$ cat config.mk
export PLATFORM = sky130hd
export DESIGN_NAME = version_string_compare
export DESIGN_NICKNAME = d
export VERILOG_FILES = /design/src/vsc_pkg.sv /design/src/vsc_front.sv /design/src/vsc_queue.sv /design/src/vsc_back.sv /design/src/version_string_compare.sv
export SDC_FILE = /design/constraint.sdc
export NUM_CORES = 1
export LEC_CHECK = 0
export BUFFER_PORTS_ARGS = -buffer_cell sky130_fd_sc_hd__buf_2
export CORE_MARGIN = 2
export CORE_UTILIZATION = 50
export CTS_BUF_LIST = sky130_fd_sc_hd__clkbuf_16
export DETAILED_ROUTE_END_ITERATION = 6
export GPL_TIMING_DRIVEN = 0
export PLACE_DENSITY = 0.76
export SETUP_SLACK_MARGIN = 0.05
export SLEW_MARGIN = 30
export SYNTH_ARGS = -nofsm -noshare
export SYNTH_HDL_FRONTEND = slang
export SYNTH_SLANG_ARGS = --single-unit
export TNS_END_PERCENT = 5
$ cat constraint.sdc
create_clock -name clk -period 3.2 [get_ports clk]
set_input_delay 0 -clock clk [delete_from_list [all_inputs] [get_ports clk]]
set_output_delay 0 -clock clk [all_outputs]
set_load 0.02 [all_outputs]
$ cat src/vsc_pkg.sv
`timescale 1ns / 1ps

package vsc_pkg;

  localparam int VSC_QUEUE_DEPTH = 4;

  localparam logic [7:0] DIGIT_ZERO = 8'h30;
  localparam logic [7:0] DIGIT_NINE = 8'h39;

  typedef enum logic [1:0] {
    CLS_OTHER,
    CLS_NONZERO,
    CLS_ZERO
  } cls_t;

  // context base, the upper two bits of the table index
  typedef enum logic [1:0] {
    CTX_NORMAL,
    CTX_INTEGRAL,
    CTX_FRACTION,
    CTX_LEADZERO
  } ctx_t;

  typedef enum logic [1:0] {
    DEC_CMP,
    DEC_LEN,
    DEC_NEG,
    DEC_POS
  } dec_t;

  typedef struct packed {
    cls_t              class_a;
    cls_t              class_b;
    logic              digit_a;
    logic              digit_b;
    logic              same_char;
    logic signed [8:0] diff;
  } vsc_item_t;

  // index: {context, class of char_a}
  localparam ctx_t CTX_NEXT [16] = '{
    CTX_NORMAL, CTX_INTEGRAL, CTX_LEADZERO, CTX_NORMAL,
    CTX_NORMAL, CTX_INTEGRAL, CTX_INTEGRAL, CTX_INTEGRAL,
    CTX_NORMAL, CTX_FRACTION, CTX_FRACTION, CTX_FRACTION,
    CTX_NORMAL, CTX_FRACTION, CTX_LEADZERO, CTX_LEADZERO
  };

  // index: {context, class of char_a, class of char_b}
  localparam dec_t DECIDE [64] = '{
    DEC_CMP, DEC_CMP, DEC_CMP, DEC_CMP, DEC_CMP, DEC_LEN, DEC_CMP, DEC_CMP,
    DEC_CMP, DEC_CMP, DEC_CMP, DEC_CMP, DEC_CMP, DEC_CMP, DEC_CMP, DEC_CMP,
    DEC_CMP, DEC_NEG, DEC_NEG, DEC_CMP, DEC_POS, DEC_LEN, DEC_LEN, DEC_CMP,
    DEC_POS, DEC_LEN, DEC_LEN, DEC_CMP, DEC_CMP, DEC_CMP, DEC_CMP, DEC_CMP,
    DEC_CMP, DEC_CMP, DEC_CMP, DEC_CMP, DEC_CMP, DEC_LEN, DEC_CMP, DEC_CMP,
    DEC_CMP, DEC_CMP, DEC_CMP, DEC_CMP, DEC_CMP, DEC_CMP, DEC_CMP, DEC_CMP,
    DEC_CMP, DEC_POS, DEC_POS, DEC_CMP, DEC_NEG, DEC_CMP, DEC_CMP, DEC_CMP,
    DEC_NEG, DEC_CMP, DEC_CMP, DEC_CMP, DEC_CMP, DEC_CMP, DEC_CMP, DEC_CMP
  };

endpackage

$ cat src/vsc_front.sv
`timescale 1ns / 1ps

module vsc_front
  import vsc_pkg::*;
(
  input  logic [7:0] char_a,
  input  logic [7:0] char_b,
  output vsc_item_t  item
);

  logic digit_a;
  logic digit_b;

  assign digit_a = (char_a >= DIGIT_ZERO) && (char_a <= DIGIT_NINE);
  assign digit_b = (char_b >= DIGIT_ZERO) && (char_b <= DIGIT_NINE);

  always_comb begin
    item.digit_a   = digit_a;
    item.digit_b   = digit_b;
    item.same_char = (char_a == char_b) && (char_a != 8'd0);
    item.diff      = $signed({1'b0, char_a} - {1'b0, char_b});
    if (char_a == DIGIT_ZERO) begin
      item.class_a = CLS_ZERO;
    end else if (digit_a) begin
      item.class_a = CLS_NONZERO;
    end else begin
      item.class_a = CLS_OTHER;
    end
    if (char_b == DIGIT_ZERO) begin
      item.class_b = CLS_ZERO;
    end else if (digit_b) begin
      item.class_b = CLS_NONZERO;
    end else begin
      item.class_b = CLS_OTHER;
    end
  end

endmodule

$ cat src/vsc_queue.sv
`timescale 1ns / 1ps

module vsc_queue
  import vsc_pkg::*;
#(
  parameter int Depth = VSC_QUEUE_DEPTH
) (
  input  logic      clk,
  input  logic      rst,
  input  logic      push,
  input  vsc_item_t push_item,
  output logic      full,
  input  logic      pop,
  output logic      not_empty,
  output vsc_item_t pop_item
);

  localparam int PtrW = (Depth > 1) ? $clog2(Depth) : 1;
  localparam int CntW = $clog2(Depth + 1);

  vsc_item_t       entries [Depth];
  logic [PtrW-1:0] wr_ptr;
  logic [PtrW-1:0] rd_ptr;
  logic [CntW-1:0] count;
  logic            do_push;
  logic            do_pop;

  assign full      = (count == CntW'(Depth));
  assign not_empty = (count != '0);
  assign do_push   = push && !full;
  assign do_pop    = pop && not_empty;
  assign pop_item  = entries[rd_ptr];

  always_ff @(posedge clk) begin
    if (do_push) begin
      entries[wr_ptr] <= push_item;
    end
  end

  always_ff @(posedge clk) begin
    if (rst) begin
      wr_ptr <= '0;
      rd_ptr <= '0;
      count  <= '0;
    end else begin
      if (do_push) begin
        wr_ptr <= (wr_ptr == PtrW'(Depth - 1)) ? '0 : wr_ptr + 1'b1;
      end
      if (do_pop) begin
        rd_ptr <= (rd_ptr == PtrW'(Depth - 1)) ? '0 : rd_ptr + 1'b1;
      end
      if (do_push && !do_pop) begin
        count <= count + 1'b1;
      end else if (do_pop && !do_push) begin
        count <= count - 1'b1;
      end
    end
  end

  a_count_bound: assert property (@(posedge clk) disable iff (rst)
    count <= CntW'(Depth))
    else $error("queue count above depth");

  a_push_grows: assert property (@(posedge clk) disable iff (rst)
    do_push && !do_pop |=> count == $past(count) + 1'b1)
    else $error("queue count did not grow on push");

  a_empty_ptrs: assert property (@(posedge clk) disable iff (rst)
    count == '0 |-> wr_ptr == rd_ptr)
    else $error("empty queue with unequal pointers");

endmodule

$ cat src/vsc_back.sv
`timescale 1ns / 1ps

module vsc_back
  import vsc_pkg::*;
(
  input  logic              clk,
  input  logic              rst,
  input  logic              item_valid,
  input  vsc_item_t         item,
  output logic              pop,
  output logic signed [8:0] order,
  output logic              order_valid,
  input  logic              order_ready
);

  ctx_t              context_state;
  ctx_t              context_state_next;
  logic              length_phase;
  logic              length_phase_next;
  logic signed [8:0] saved_difference;
  logic signed [8:0] saved_difference_next;
  logic              res_valid;
  logic signed [8:0] res_value;
  logic              order_valid_next;
  logic [3:0]        st;
  dec_t              dec;

  assign pop = item_valid && (!order_valid || order_ready);
  assign st  = {context_state, item.class_a};
  assign dec = DECIDE[{st, item.class_b}];

  always_comb begin
    res_valid             = 1'b0;
    res_value             = '0;
    context_state_next    = context_state;
    length_phase_next     = length_phase;
    saved_difference_next = saved_difference;
    if (length_phase) begin
      // decide by which digit run ends first
      if (item.digit_a) begin
        if (!item.digit_b) begin
          res_valid = 1'b1;
          res_value = 9'sd1;
        end
      end else if (item.digit_b) begin
        res_valid = 1'b1;
        res_value = -9'sd1;
      end else begin
        res_valid = 1'b1;
        res_value = saved_difference;
      end
    end else if (item.same_char) begin
      context_state_next = CTX_NEXT[st];
    end else begin
      unique case (dec)
        DEC_CMP: begin
          res_valid = 1'b1;
          res_value = item.diff;
        end
        DEC_LEN: begin
          length_phase_next     = 1'b1;
          saved_difference_next = item.diff;
        end
        DEC_NEG: begin
          res_valid = 1'b1;
          res_value = -9'sd1;
        end
        DEC_POS: begin
          res_valid = 1'b1;
          res_value = 9'sd1;
        end
        default: begin
          res_valid = 1'b1;
          res_value = item.diff;
        end
      endcase
    end
    // a result ends the comparison
    if (res_valid) begin
      context_state_next    = CTX_NORMAL;
      length_phase_next     = 1'b0;
      saved_difference_next = '0;
    end
  end

  assign order_valid_next = (pop && res_valid) || (order_valid && !order_ready);

  always_ff @(posedge clk) begin
    if (rst) begin
      context_state    <= CTX_NORMAL;
      length_phase     <= 1'b0;
      saved_difference <= '0;
      order_valid      <= 1'b0;
    end else begin
      if (pop) begin
        context_state    <= context_state_next;
        length_phase     <= length_phase_next;
        saved_difference <= saved_difference_next;
      end
      order_valid <= order_valid_next;
    end
  end

  always_ff @(posedge clk) begin
    if (pop && res_valid) begin
      order <= res_value;
    end
  end

  a_result_clears: assert property (@(posedge clk) disable iff (rst)
    pop && res_valid |=> context_state == CTX_NORMAL && !length_phase)
    else $error("context not cleared after result");

  a_saved_idle: assert property (@(posedge clk) disable iff (rst)
    !length_phase |-> saved_difference == '0)
    else $error("saved difference held outside length phase");

  a_result_shown: assert property (@(posedge clk) disable iff (rst)
    pop && res_valid |=> order_valid && order == $past(res_value))
    else $error("result not presented");

endmodule

$ cat src/version_string_compare.sv
`timescale 1ns / 1ps

// Compares two NUL-terminated version strings in version order, one character
// pair per transaction on char_a/char_b. A result on order (negative, zero or
// positive) comes out at the first differing pair, at a shared terminator, or
// once a digit run length is settled; pairs that decide nothing give no result,
// and the pair after a result starts a new comparison. The block takes one pair
// per clock cycle while the queue has room: the front classifies a pair and
// queues it in the cycle it is taken, and the back updates the context once
// per cycle unless order stalls; a result passes the queue and then the order
// register. A stall on order fills the queue and then holds off char_ready.

module version_string_compare
  import vsc_pkg::*;
#(
  parameter int QueueDepth = VSC_QUEUE_DEPTH
) (
  input  logic              clk,
  input  logic              rst,
  input  logic              char_valid,
  output logic              char_ready,
  input  logic [7:0]        char_a,
  input  logic [7:0]        char_b,
  output logic              order_valid,
  input  logic              order_ready,
  output logic signed [8:0] order
);

  vsc_item_t front_item;
  vsc_item_t queue_item;
  logic      queue_full;
  logic      queue_not_empty;
  logic      queue_pop;

  assign char_ready = !queue_full;

  vsc_front u_front (
    .char_a (char_a),
    .char_b (char_b),
    .item   (front_item)
  );

  vsc_queue #(
    .Depth (QueueDepth)
  ) u_queue (
    .clk       (clk),
    .rst       (rst),
    .push      (char_valid),
    .push_item (front_item),
    .full      (queue_full),
    .pop       (queue_pop),
    .not_empty (queue_not_empty),
    .pop_item  (queue_item)
  );

  vsc_back u_back (
    .clk         (clk),
    .rst         (rst),
    .item_valid  (queue_not_empty),
    .item        (queue_item),
    .pop         (queue_pop),
    .order       (order),
    .order_valid (order_valid),
    .order_ready (order_ready)
  );

endmodule

---- Yosys cells after proc, flatten, opt, wreduce, memory -nomap -nowiden ----
Memory sizes are Yosys's and may differ from the RTL's. A register that Yosys moved wholly into a read port is not among the register bits.
Index checks and enable logic that the tools add are counted.
operators by class
  equality and inequality tests ........... 11
  magnitude comparators ................... 6
  add/sub/neg operators ................... 5
  muxes and demuxes ....................... 38
  bitwise operators ....................... 2
  reductions and logical operators ........ 26
operators by type and width
  kind                 count
  $mux 9               8
  $pmux 9 s3           1
  $mux 2               13
  $eq 8x6->1 const B   2
  $ge 8x6->1 const B   2
  $le 8x6->1 const B   2
  $mux 1               14
  $logic_and 1x1->1    10
  $sub 8x8->9          1
  $eq 2x2->1 const B   4
  $eq 8x8->1           1
  $reduce_bool 8->1    1
  $ge 7x7->1 const B   1
  $not 6->7            1
  $mux 3               2
  $reduce_bool 2->1    3
  $ge 5x5->1 const B   1
  $logic_not 1->1      5
  $not 4->5            1
  $add 2x1->2 const B  2
  $reduce_and 4->1     1
  $add 3x1->3 const B  1
  $eq 3x3->1 const B   1
  $reduce_and 3->1     1
  other kinds (8)      9
word-level totals
  memories ................................ 3
  bits in writable memories ............... 64
  bits in read-only memories .............. 160
  flip-flop bits (word level) ............. 29
  bits of input ports ..................... 20
memories
  name             words  width  read ports  clocked after Yosys merged registers in  wr ports  RTL line         RTL
  (no name shown)  64     2      1           0                                        0         vsc_back.sv:30   assign dec = DECIDE[{st, item.class_b}];
  u_queue.entries  4      16     1           1                                        1         vsc_queue.sv:21  vsc_item_t entries [Depth];
  (no name shown)  16     2      1           0                                        0         vsc_back.sv:53   context_state_next = CTX_NEXT[st];

---- Longest topological paths before layout ----
Gate-level depths: netlist of run 1.
  depth in word-level cells ............... 11
  gate-level depth with buffers ........... 12
  depth with buffers taken out ............ 9

---- By module ----
Synthesis of run 1 repeated with hierarchy kept, for this count alone.
second synthesis, totals
  cell total of the unflattened synthesis .. 346
  area total of the unflattened synthesis .. 4703.3 um^2
modules (own cells, without submodules)
  module                  times used  area an instance (um^2)  sequential area each (um^2)  cells an instance
  vsc_queue               1           2811.4                   2102.0                       134
  vsc_back                1           1352.5                   530.5                        131
  vsc_front               1           535.5                    0.0                          80
  version_string_compare  1           3.8                      0.0                          1

---- Least setup slack after synthesis of run 1 ----
No wires, ideal clock.
  path kind ............................... reg-to-reg
  from .................................... reg (tool-made name)
  to ...................................... reg u_back.order[0] (enable)
  cell stages (with the launch flop) ...... 12
  arrival time ............................ 2.634 ns
  setup slack ............................. 0.285 ns
  period minus slack after synthesis ...... 2.915 ns
  setup time .............................. 0.281 ns
  path buffers ............................ 2
  path through ............................ dfxtp_1 -> buf_6 -> buf_2 -> mux4_2 -> inv_1 -> ha_1 -> inv_1 -> o21ai_0 -> a32oi_2 -> or3_1 -> a31oi_1 -> inv_1
RTL lines
  item                  RTL line         RTL
  to (signal assigned)  vsc_back.sv:106  order <= res_value;
  to (decl)             vsc_back.sv:11   output logic signed [8:0] order,

==> summary.md, run 1 <==
Count of unresolved DRC violations after routing: 0. The first global-routing pass estimated 13,000 µm of wire. The number of nets handed over by synthesis was 371. Number of buffers between clock root and the deepest sink: 2. The worst setup path is of the reg2reg kind. At the pin with the least slew margin, the transition time is 0.868 ns. In this run the count of I/O pins placed on the die edge is 31. 0 antenna diodes ended up in the layout.

For the half-perimeter wire length after detailed placement, the log shows 5730 µm. The share of total power in the clock network is 23.4%, and the clock transition at the registers of the reported paths is 0.07 ns. The total buffers and inverters traversed by the critical path works out to 4.

Combinational logic is responsible for 37.0% of the overall power. The flow ran to the end, and the final reports show no timing, DRC or antenna violations. Timing would allow up to 353 MHz. The logs give 0 for the initial antenna violation count and 42.1% for the normalized max-slew margin.

The region available for standard cell placement spans 8640 µm². Entering global routing, the biggest net connects 20 pins. The floorplan step defined a die boundary enclosing 9600 µm². The tools report the clock root buffer as clkbuf_16. The insertion delay of the later-clocked pin in the worst-skew pair is 0.34 ns, and the post-synthesis sequential element count is 95. VDD sags by at most 0.321 mV. Counting I/O delays and the setup requirement, the final critical path takes 2.83 ns. Summing the sequential cell areas from Yosys gives 59.6% of the chip area. Number of nets in the finished design: 411. At the worst endpoint, the arrival time is 2.91 ns. Each instance of the synthesized netlist takes up on average 13.4 µm².

The share of total power dissipated in sequential elements is 39.6%. The cell family contributing the most delay on the critical path is multiplexers. Power comes to 4.35 mW.

At the worst endpoint, the required time is 3.28 ns. In this design, the stage delay of the slowest critical-path cell is 0.56 ns. The switching power is 1.53 mW. From left edge to right edge, the die measures 98.0 µm. By area the synthesized netlist is led by edfxtp_1 50%, dfxtp_1 10%, mux4_2 8.7%, ha_1 5.4%, nor2_1 3.6%. The slowest stage of the critical path is the mux4_2 cell.

The iteration count of the initial detailed-routing pass is 4, and the total number of vias is 2,705. The number of setup buffers added after CTS is 0. The unique cell type count in the Yosys netlist was 52. Class of the tightest hold or removal check: in2reg. Relative to the synthesized area, the layout overhead comes to 13.4%. The worst setup path is launched from a flop. The biggest area contributor in the post-synthesis netlist is edfxtp_1. The number of I/O port buffers was 30; the first-iteration detailed-routing DRC count was 153.

The fraction of the cycle the final worst path needs was 88.4%. In the final layout, the share of cells above drive strength 1 is 21.6%. Setup repair after global routing left no endpoint under its margin. Number of maximum-capacitance violations: 0. Aggregate global-route resource usage: 17.2%.

Routed length per placed instance: 16.4 µm. The initialized floorplan defines 34 standard-cell rows. The number of enable-type register cells in the synthesized netlist was 73. For this configuration, the core starts out at a cell density of 51.1%. The net switching share of the total power is 35.1%, and the number of warnings printed during yosys synthesis is 0.

The most common flop cell mapped by yosys is edfxtp_1. The worst clock skew on the final layout was 0.00987 ns. Power spread over the standard cell area amounts to 869 nW/µm². TritonCTS built the clock tree. Post-synthesis async set-or-reset flop share: 0%. Counting stages on the worst path, the most repeated cell is inv_1. The tools report the final weighted congestion in routability-driven placement as 0.822. Endpoint class of the critical path: a flop. In this run the vertical extent of the chip is 98.0 µm. The static leakage power came out at 1.88 nW.

The largest fanout of any net on the critical path is 19. Walking the worst path, the cells encountered are buf_12 -> mux4_2 -> inv_1 -> ha_1 -> inv_1 -> o21ai_0 -> a32oi_2 -> or3_1 -> a31oi_2 -> inv_2. For this run the aggregate overflow at the end of global routing stands at 0. Once detail routing completed, the nets flagged for antenna violations numbered 0. After synthesis, the largest area contributor takes up 49.7% of total cell area. The run gives 58.0% as the utilization of the core after routing.

Internal power comes to 2.82 mW. The hold violation count in the final report is 0. The run gives 9 as the number of clock buffers inserted by TritonCTS.

The final count of negative-setup-slack endpoints is 0, and the number of H-tree branching levels is 3. The cell count after synthesis was 330. The final count of pins violating max slew is 0, and the per-cell via count in the routed design is 5.60. The run gives 2,715 as the number of global-route vias before repair. Counting every sink on the clock net gives 95.

Wires add up to 7920 µm. For the post-synthesis cell area, the log shows 4410 µm².
## state kept, by name, summed over array words and instances, names as in the netlist, named ones only
signal,flops
u_back.context_state,2
u_back.length_phase,1
u_back.order,9
u_back.order_valid,1
u_back.saved_difference,9
u_queue.count,3
u_queue.entries,64
u_queue.rd_ptr,2
u_queue.wr_ptr,2
## worst paths after layout
kind / startpoint / end / slack, ns / depth (start not counted)
max reg2reg: flop / u_back.order[7] / 0.37 / 10
min reg2reg: u_back.saved_difference[8] / u_back.saved_difference[8] / 0.47 / 1
max: flop / u_back.order[7] / 0.37 / 10
min: rst / u_back.context_state[1] / 0.03 / 3
## cell usage in the layout, fill, tap and decap left out, types with 2 or more instances in the layout
cell type and n:
edfxtp_1 73, o21ai_1 2, nand2_1 8, nand4_1 3, and3_1 6, inv_8 3, xor2_1 7, o21ai_0 10
clkbuf_16 9, fa_1 2, buf_2 31, nor3_1 6, nor2_1 42, mux4_2 17, nand2b_1 2, o22ai_1 8
or3_1 2, buf_4 3, clkbuf_1 2, nor2b_1 5, ha_1 19, nand3_1 3, inv_1 26, a32o_1 9
and2_1 2, xnor2_1 4, dfxtp_1 21, a21oi_1 16
## metal layers
layer	vias up	part of all wire (%)	global-route usage, %
met4	0	1.5	6.09
met5	-	0	0
met2	61	51	29.8
li1	1310	-	-
met1	1324	44	22.4
met3	10	3.5	2.08
## power groups by stage
stage	Clock (mW)	Sequential, mW	Combinational [mW]
2_1_floorplan	0	1.82	1.14
3_3_place_gp	0	1.74	1.54
3_5_place_dp	0	1.75	1.59
4_1_cts	1.04	1.73	1.60
5_1_grt	1.09	1.75	1.79
6_report	1.02	1.72	1.61
## tightest hold or removal path, delay by kind of cell
family	cells	cell delay, ns
compound gates	1	0.04
buf+inv	2	0.28
## layout make-up
type,instances,area (µm²)
fillers,693,3630
inverters,27,101
clock inverters,7,62.6
well taps,108,135
clock buffers,9,225
flip-flops and latches,95,2630
repair buffers,31,160
multi-input cells,197,1620
plain buffers,9,70.1
## synth_stat cells (all sizes together), types with 2 or more instances
| cell type | n |
|---|---|
| dfxtp | 22 |
| or3 | 2 |
| nor3 | 7 |
| a21o | 2 |
| inv | 27 |
| nand3 | 3 |
| nor2 | 43 |
| mux4 | 17 |
| fa | 2 |
| buf | 8 |
| clkbuf | 3 |
| o22ai | 8 |
| a21oi | 17 |
| nand4 | 3 |
| xor2 | 7 |
| nor2b | 5 |
| a32o | 9 |
| edfxtp | 73 |
| xnor2 | 4 |
| and2 | 2 |
| o21ai | 13 |
| nand2b | 2 |
| and3 | 6 |
| nand2 | 9 |
| ha | 19 |
## through the flow
| step | std cells | area (µm²) | setup TNS (ns) | setup slack, ns | hold slack [ns] |
|---|---|---|---|---|---|
| 2_1_floorplan | 330 | 4410 | 0 | 0.285 | 0.187 |
| 3_3_place_gp | 468 | 4700 | -1.88 | -0.209 | 0.322 |
| 3_5_place_dp | 468 | 4700 | -2.21 | -0.245 | 0.334 |
| 4_1_cts | 483 | 4990 | 0 | 0.0916 | 0.0253 |
| 5_1_grt | 483 | 5000 | 0 | 0.148 | 0.0646 |
| 6_report | 483 | 5000 | 0 | 0.371 | 0.0253 |
## repair_timing
action / CTS / global route
pin swaps: 0 / 0
gates resized for setup: 2 / 3
hold endpoints to repair: 1 / 0
endpoints found under the setup margin: 10 / 9
hold buffers: 1 / 0
## cells by family (layout without fill, tap and decap cells)
logic type,after synthesis,in the layout,synth area share [%]
compound gates,60,60,9.41
mux,18,18,8.90
fa+ha+maj,21,21,6.29
simple gates,87,87,9.69
buf+inv,38,83,3.88
flops,95,95,59.6
xor+xnor,11,11,2.18
Power figures use the tool's default switching activity.
==> run 2: changes to the inputs <==
--- a/config.mk
+++ b/config.mk
@@ -5,13 +5,14 @@
 export SDC_FILE = /design/constraint.sdc
 export NUM_CORES = 1
 export LEC_CHECK = 0
+export ABC_AREA = 1
 export BUFFER_PORTS_ARGS = -buffer_cell sky130_fd_sc_hd__buf_2
 export CORE_MARGIN = 2
-export CORE_UTILIZATION = 50
+export CORE_UTILIZATION = 38
 export CTS_BUF_LIST = sky130_fd_sc_hd__clkbuf_16
 export DETAILED_ROUTE_END_ITERATION = 6
 export GPL_TIMING_DRIVEN = 0
-export PLACE_DENSITY = 0.76
+export PLACE_DENSITY = 0.62
 export SETUP_SLACK_MARGIN = 0.05
 export SLEW_MARGIN = 30
 export SYNTH_ARGS = -nofsm -noshare
==> summary.md, run 2 <==
Growth of design area from synthesis to finish: 14.4%. The pin slew with the least headroom to its limit is 0.815 ns (-0.0536 ns). The final count of negative-setup-slack endpoints was 0 (unchanged).

The tools report the maximum clock rate as 351 MHz (-0.79%). The worst hold path begins at char_b[0]. The fraction of power consumed by sequential logic was 34.3% (-5.3 points).

The cell count after synthesis was 468 (+42%); the final total power was 5.13 mW (+18%). The static leakage power came out at 2.17 nW (+16%). Routed length per placed instance: 14.0 µm (-14%). The post-synthesis cell area came out at 4640 µm² (+5.2%). The logs give 15,200 µm (+17%) for the first-pass GRT wire length and 0 (unchanged) for the final antenna-violating net count. The total power density per cell area is 967 nW/µm² (+11%), and the synthesized area per cell is 9.92 µm² (-26%). For the number of global-route vias before repair, the log shows 3,182 (+17%).

The routed length on met2 came out at 4520 µm (+12%). The run gives 12,000 µm² (+39%) as the core footprint. The sink count of the clock tree was 95 (unchanged); the row count was 40 (+18%). The worst clock skew on the final layout came out at 0.00531 ns (-0.00456 ns). The tools report the share of power burned in combinational logic as 47.0% (+10 points).

Most common cell after layout, fill and taps aside: nand2_1. The post-synthesis async set-or-reset flop share works out to 0% (unchanged). The min-delay analysis places its worst path in the category in2reg. The count of unresolved DRC violations after routing was 0 (unchanged). Floorplan die height: 115 µm (+17%).

For this run, the leading register cell type out of synthesis is edfxtp_1. The top cell types in the final layout, fill and taps aside, are 79 x nand2_1, 73 x edfxtp_1, 60 x nor2_1. The logs give 4270 µm (+22%) for the wire length on met1 and 0.34 ns (about the same) for the insertion delay of the later-clocked pin in the worst-skew pair. The overall overflow remaining after global route was 0 (unchanged); the flip-flop count of the largest register, all copies and words added was 64 (unchanged).

The tools report the worst endpoint data arrival time as 2.88 ns (-0.03 ns). The part of the Yosys area used for sequential elements was 56.7% (-2.9 points); the number of clock buffers inserted by TritonCTS was 9 (unchanged). Total number of vias: 3,334 (+23%). The fraction of the cycle the final worst path needs was 89.1% (+0.71 points). The run gives 9320 µm (+18%) as the wire length after detailed routing. The flow ran to the end, and the final reports show no timing, DRC or antenna violations. In the synthesized netlist, the cells that appear most often are 79 x nand2_1, 73 x edfxtp_1, 64 x nor2_1. The die footprint was 13,100 µm² (+37%); the total nets after synthesis was 509 (+37%). The tools report the final count of pins violating max slew as 0 (unchanged).

STA classifies the critical path endpoint as a flop. Kind of start point of the critical path: a flop. The path depth of the worst reg2reg path was 16 (+6). The unique cell type count in the Yosys netlist is 39 (-25%). The time the worst path needs with I/O delays and setup is 2.85 ns (+0.0226 ns).

The path with the worst hold slack has its endpoint at u_queue.entries[0][13]. The design internal power is 2.98 mW (+5.4%). Hold path depth: 2 (-1). The switching power was 2.16 mW (+41%).

Ranked by flip-flop count, first place goes to u_queue.entries. The pin count of the biggest net entering global routing was 20 (unchanged); the per-cell via count in the routed design was 5.02 (-10%). For the required time of the critical path, the log shows 3.23 ns (-0.05 ns). Number of top-level pins: 31 (unchanged).

The met3 wire length is 346 µm (+24%). The endpoint identified for the worst register-to-register timing path is u_back.order[6]. The most instantiated library cell after synthesis was nand2_1. The number of I/O port buffers is 30 (unchanged). The first-iteration detailed-routing DRC count came out at 167 (+9.2%). The topmost layer with routed signal wires is met4. The setup total negative slack came out at 0 ns (unchanged). The clock root buffer was clkbuf_16.

edfxtp_1 takes more of the synthesized area than any other cell. Number of buffers between clock root and the deepest sink: 2 (unchanged). The tools report the highest ir drop seen on vdd as 0.375 mV (+17%).

The setup path with the least slack is of type reg2reg. The run gives 7060 µm (+23%) as the half-perimeter wire length after detailed placement. The largest fanout of any net on the critical path was 19 (unchanged); the normalized max-slew margin was 45.2% (+3.1 points). Iteration count of the initial detailed-routing pass: 5 (+1).

Setup repair after global routing left no endpoint under its margin. The run gives 0 (unchanged) as the hold violation count in the final report. Area share of the leading cell type in the synthesized netlist: 47.2% (-2.4 points). The worst-case register-to-register setup slack was 0.35 ns (-0.02 ns); the final weighted congestion in routability-driven placement was 0.815 (-0.78%). TritonCTS built the clock tree. The fraction of final layout cells with drive strength greater than 1 was 17.6% (-4.0 points); the number of maximum-capacitance violations was 0 (unchanged). The number of enable-type register cells in the synthesized netlist was 73 (unchanged); the post-synthesis sequential element count was 95 (unchanged).

Share of total power in the clock network: 18.7% (-4.7 points). The die extent in x was 115 µm (+17%); the number of warnings printed during yosys synthesis was 0 (unchanged). The clock transition at the registers of the reported paths is 0.06 ns (about the same). The net switching share of the total power was 42.0% (+6.9 points); the initial antenna violation count was 0 (unchanged).

The number of nets in the finished design was 553 (+35%); the smallest hold slack was 0.0199 ns (-0.00544 ns). The number of antenna diodes is 0 (unchanged), and the number of H-tree branching levels is 3 (unchanged). The largest registers in the layout are u_queue.entries (64), u_back.order (9), u_back.saved_difference (9). Yosys attributes the largest share of cell area to edfxtp_1 47%, dfxtp_1 9.5%, nand2_1 6.4%, nor2_1 5.2%, ha_1 5.1%. The run gives 38.8% (-12 points) as the starting density of the core. For the aggregate global-route resource usage, the log shows 15.2% (-2.0 points).
-- run 2: kinds of logic after synthesis --
kind of cell / count (synthesis) / share of synthesized area, %
and+or+nand+nor: 192 / 19.0
DFF: 95 / 56.7
AOI/OAI and AO/OA: 85 / 11.2
buffers and inverters: 68 / 5.77
adders and majority gates: 21 / 5.98
xor gates and xnor gates: 7 / 1.32
-- run 2: worst max path at each step --
stage / start / end / slack [ns] / cells after the start
2_1_floorplan: flop / u_back.order[0] / 0.58 / 17
3_3_place_gp: flop / u_back.order[3] / -0.003 / 17
3_5_place_dp: flop / u_back.order[6] / -0.04 / 17
4_1_cts: flop / u_back.order[3] / 0.25 / 16
5_1_grt: flop / u_back.order[6] / 0.06 / 16
6_report: flop / u_back.order[6] / 0.35 / 16
-- run 2: timing repair --
item / 4_1_cts / 5_1_grt
resized for setup: 0 / 1
buffers inserted: 0 / 0
hold buffers: 2 / 0
endpoints found under the setup margin: 17 / 9
gates cloned: 0 / 0
endpoints found under the hold margin: 4 / 0
-- run 2: through the flow --
step           worst slack (ns)  area, µm²  instances  utilization [%]
5_1_grt                  0.0629       5310        664             44.4
2_1_floorplan             0.582       4640        468                -
3_3_place_gp           -0.00347       4980        645             41.6
6_report                  0.348       5310        664             44.4
4_1_cts                   0.245       5310        664             44.4
3_5_place_dp            -0.0402       5030        649             42.1
-- run 2: worst max-delay path, stage by stage, from the launching register on --
cell and delay [ns]:
dfxtp_1 0.36, inv_2 0.12, buf_4 0.25, nand2_1 0.08, a32oi_1 0.32, inv_1 0.11, ha_1 0.32, inv_1 0.04
nand2_1 0.06, nand2_1 0.05, nand2_1 0.09, nand3_4 0.13, nand2_4 0.13, nand2_4 0.07, nand2_4 0.11, nand2_2 0.08
inv_2 0.22
-- run 2: power by group through the flow --
stage / Clock [mW] / Sequential [mW] / Combinational (mW)
2_1_floorplan: 0 / 1.86 / 1.74
3_3_place_gp: 0 / 1.79 / 2.36
3_5_place_dp: 0 / 1.79 / 2.43
4_1_cts: 0.978 / 1.76 / 2.42
5_1_grt: 1.03 / 1.79 / 2.73
6_report: 0.959 / 1.76 / 2.41
-- run 2: area by class of cell --
class | instances | area [µm²]
multi-input cells | 305 | 1750
inverters | 56 | 211
well taps | 147 | 184
clock buffers | 9 | 225
repair buffers | 36 | 219
fillers | 1116 | 6650
clock inverters | 7 | 40.0
plain buffers | 9 | 47.5
flip-flops and latches | 95 | 2630
-- run 2: per-layer routing --
metal  global-route usage [%]  vias up
met3                     3.65       16
met5                        0        -
met2                     25.1       79
met1                     19.2     1562
li1                         -     1677
met4                     6.02        0
==> run 3: changes to the inputs <==
--- a/config.mk
+++ b/config.mk
@@ -7,12 +7,13 @@
 export LEC_CHECK = 0
 export ABC_AREA = 1
 export BUFFER_PORTS_ARGS = -buffer_cell sky130_fd_sc_hd__buf_2
+export CORE_ASPECT_RATIO = 1.4
 export CORE_MARGIN = 2
 export CORE_UTILIZATION = 38
 export CTS_BUF_LIST = sky130_fd_sc_hd__clkbuf_16
 export DETAILED_ROUTE_END_ITERATION = 6
 export GPL_TIMING_DRIVEN = 0
-export PLACE_DENSITY = 0.62
+export PLACE_DENSITY = 0.65
 export SETUP_SLACK_MARGIN = 0.05
 export SLEW_MARGIN = 30
 export SYNTH_ARGS = -nofsm -noshare
==> summary.md, run 3 (synthesized netlist as in run 2, its figures left out) <==
The flow ran to the end, and the final reports show no timing, DRC or antenna violations. The run gives 0 (unchanged) as the count of unresolved DRC violations after routing. The switching power is 2.15 mW (-0.22%).

The tools report the die footprint as 13,100 µm² (about the same). The time the worst path needs with I/O delays and setup is 2.86 ns (+0.0106 ns). The largest registers in the layout are u_queue.entries (64), u_back.order (9), u_back.saved_difference (9).

The first-iteration detailed-routing DRC count is 132 (-21%), and the area after detailed placement is 5040 µm² (+0.15%). The slowest stage of the critical path is the buf_2 cell. The share of total power in the clock network came out at 21.4% (+2.7 points). The worst endpoint data arrival time was 2.90 ns (+0.02 ns); the number of nets in the finished design was 553 (unchanged). The worst stage delay on the critical path came out at 0.38 ns (+0.02 ns).

More flip-flops sit in one register than any other, and that register is u_queue.entries. The sink count of the clock tree is 95 (unchanged), and the fraction of the cycle the final worst path needs is 89.5% (+0.33 points). The worst setup slack before clock tree synthesis is -0.00166 ns (+0.0385 ns). The logs give 0 (unchanged) for the number of buffers added for setup after CTS and 15,400 µm (+1.2%) for the first-pass GRT wire length.

The total buffers and inverters traversed by the critical path is 5 (unchanged). The clock root buffer is clkbuf_16. The per-cell via count in the routed design was 5.02 (about the same); the pin slew with the least headroom to its limit was 0.760 ns (-0.0546 ns). The die extent in x is 97.4 µm (-15%), and the design internal power is 3.14 mW (+5.6%).

The growth of design area from synthesis to finish came out at 15.7%. Final total power: 5.30 mW (+3.1%). The final weighted congestion in routability-driven placement was 0.825 (+1.2%); the initial antenna violation count was 0 (unchanged).

In the layout the commonest cells are 79 x nand2_1, 73 x edfxtp_1, 60 x nor2_1. The tools report the iteration count of the initial detailed-routing pass as 4 (-1). The path class of the tightest hold or removal check is in2reg. Following the worst setup path forward leads to its endpoint at u_back.order[1]. The number of antenna diodes was 0 (unchanged).

The worst setup path is launched from a flop. For the number of top-level pins, the log shows 31 (unchanged). The library cell used most frequently in the layout, excluding fill and tap cells, is nand2_1.

The final antenna-violating net count was 0 (unchanged); the half-perimeter wire length after detailed placement was 7230 µm (+2.5%). Routed length per placed instance: 14.1 µm (+0.52%). The logs give 9 (unchanged) for the number of clock buffers inserted by TritonCTS and 3,335 (+0.030%) for the total number of vias. The fraction of final layout cells with drive strength greater than 1 works out to 18.0% (+0.39 points). The worst setup path is of the reg2reg kind. The endpoint class of the critical path is a flop. The share of power burned in combinational logic was 45.4% (-1.6 points). The smallest hold slack is 0.0313 ns (+0.0114 ns). Largest fanout of any net on the critical path: 19 (unchanged).

The worst min-delay path startpoint was char_b[0]. Setup repair after global routing left no endpoint under its margin. The overall overflow remaining after global route was 0 (unchanged).

The run gives 15.0% (-0.24 points) as the aggregate global-route resource usage. The run gives 47 (+18%) as the row count. The starting density of the core was 39.1% (+0.27 points); the final count of negative-setup-slack endpoints was 0 (unchanged). The routed length on met2 was 5220 µm (+16%); the flip-flop count of the largest register, all copies and words added was 64 (unchanged). For the highest ir drop seen on vdd, the log shows 0.333 mV (-11%).

The path depth of the worst reg2reg path is 16 (unchanged). The worst-case register-to-register setup slack was 0.34 ns (about the same). The highest layer touched by signal routing is met4.

The net switching share of the total power came out at 40.7% (-1.4 points). The tools report the pin count of the biggest net entering global routing as 20 (unchanged). Walking the worst path, the cells encountered are inv_2 -> buf_2 -> a21oi_1 -> a32oi_1 -> inv_1 -> ha_1 -> inv_1 -> nand2_1 -> nand2_1 -> nand2_1 -> nand3_4 -> nand2_4 -> nand2_4 -> nand2_4 -> nand2_2 -> inv_2.

The number of I/O port buffers was 30 (unchanged); the insertion delay of the later-clocked pin in the worst-skew pair was 0.35 ns (about the same). Wire length after detailed routing: 9370 µm (+0.52%). The maximum clock rate was 349 MHz (-0.37%); the worst clock skew on the final layout was 0.00665 ns (+0.00134 ns). The required time of the critical path is 3.24 ns (about the same). TritonCTS built the clock tree. The total power density per cell area came out at 986 nW/µm² (+2.0%). The logs give 3,316 (+4.2%) for the number of global-route vias before repair and 0 (unchanged) for the number of maximum-capacitance violations. The run gives 33.2% (-1.1 points) as the fraction of power consumed by sequential logic. The run gives 0.337 ns (-0.0106 ns) as the setup slack of the critical path after layout.

The cell family contributing the most delay on the critical path is buffers and inverters. The tools report the met3 wire length as 365 µm (+5.5%). The final count of pins violating max slew is 0 (unchanged), and the floorplan die height is 135 µm (+18%). The logs give 5370 µm² (+1.2%) for the finished layout cell area and 2 (unchanged) for the number of buffers between clock root and the deepest sink.

The static leakage power was 2.20 nW (+1.2%); the count of cell instances traversed by the critical path was 16 (unchanged). The wire length on met1 is 3540 µm (-17%). The hold violation count in the final report was 0 (unchanged). In this run the critical register-to-register path is captured at u_back.order[1]. The run gives 11,900 µm² (-0.69%) as the core footprint.

The utilization of the core after routing was 45.2% (+0.82 points); the normalized max-slew margin was 48.9% (+3.7 points). The number of H-tree branching levels was 3 (unchanged); the clock transition at the registers of the reported paths was 0.06 ns (about the same).
## run 3: repair_timing
item                                    CTS  global route
hold buffers                              2             0
gates resized for setup                   0             0
endpoints found under the setup margin    9             0
hold endpoints to repair                  4             0
## run 3: worst register-to-register path, delay by kind of cell, from the launching register on
family	cells	cell delay, ns
fa+ha+maj	1	0.31
buf+inv	5	0.86
compound gates	2	0.42
simple gates	8	0.65
flops	1	0.31
## run 3: area by class of cell
type / count / area [µm²]
fill: 1147 / 6510
sequential: 95 / 2630
multi-input combinational: 305 / 1750
timing repair buffer: 36 / 226
clock buffer: 9 / 225
inverter: 56 / 211
tap: 147 / 184
clock inverter: 7 / 96.3
buffer: 9 / 45.0
## run 3: worst min path at each step
stage                                        end  slack [ns]  depth (start not counted)
after floorplan               u_back.order_valid        0.07                          1
after global placement        u_back.order_valid        0.26                          2
after detailed placement      u_back.order_valid        0.26                          2
after CTS                 u_queue.entries[0][13]        0.03                          2
after global routing      u_queue.entries[2][13]        0.04                          2
final                     u_queue.entries[0][13]        0.03                          2
## run 3: layer usage
layer	GRT usage, %	vias to the layer above
met1	15.7	1562
met5	0	-
li1	-	1681
met3	2.54	17
met4	6.79	0
met2	28.9	75
## run 3: metrics by stage
stage	instances	setup TNS (ns)
after floorplan	468	0
after detailed placement	649	-0.0105
after CTS	664	0
final	664	0
after global routing	664	0
after global placement	645	0
## run 3: power by group through the flow
stage                     logic, mW  clock network (mW)  registers, mW
after floorplan                1.74                   0           1.86
after global placement         2.34                   0           1.78
after detailed placement       2.43                   0           1.79
after CTS                      2.43                1.15           1.76
after global routing           2.72                1.21           1.79
final                          2.40                1.13           1.76
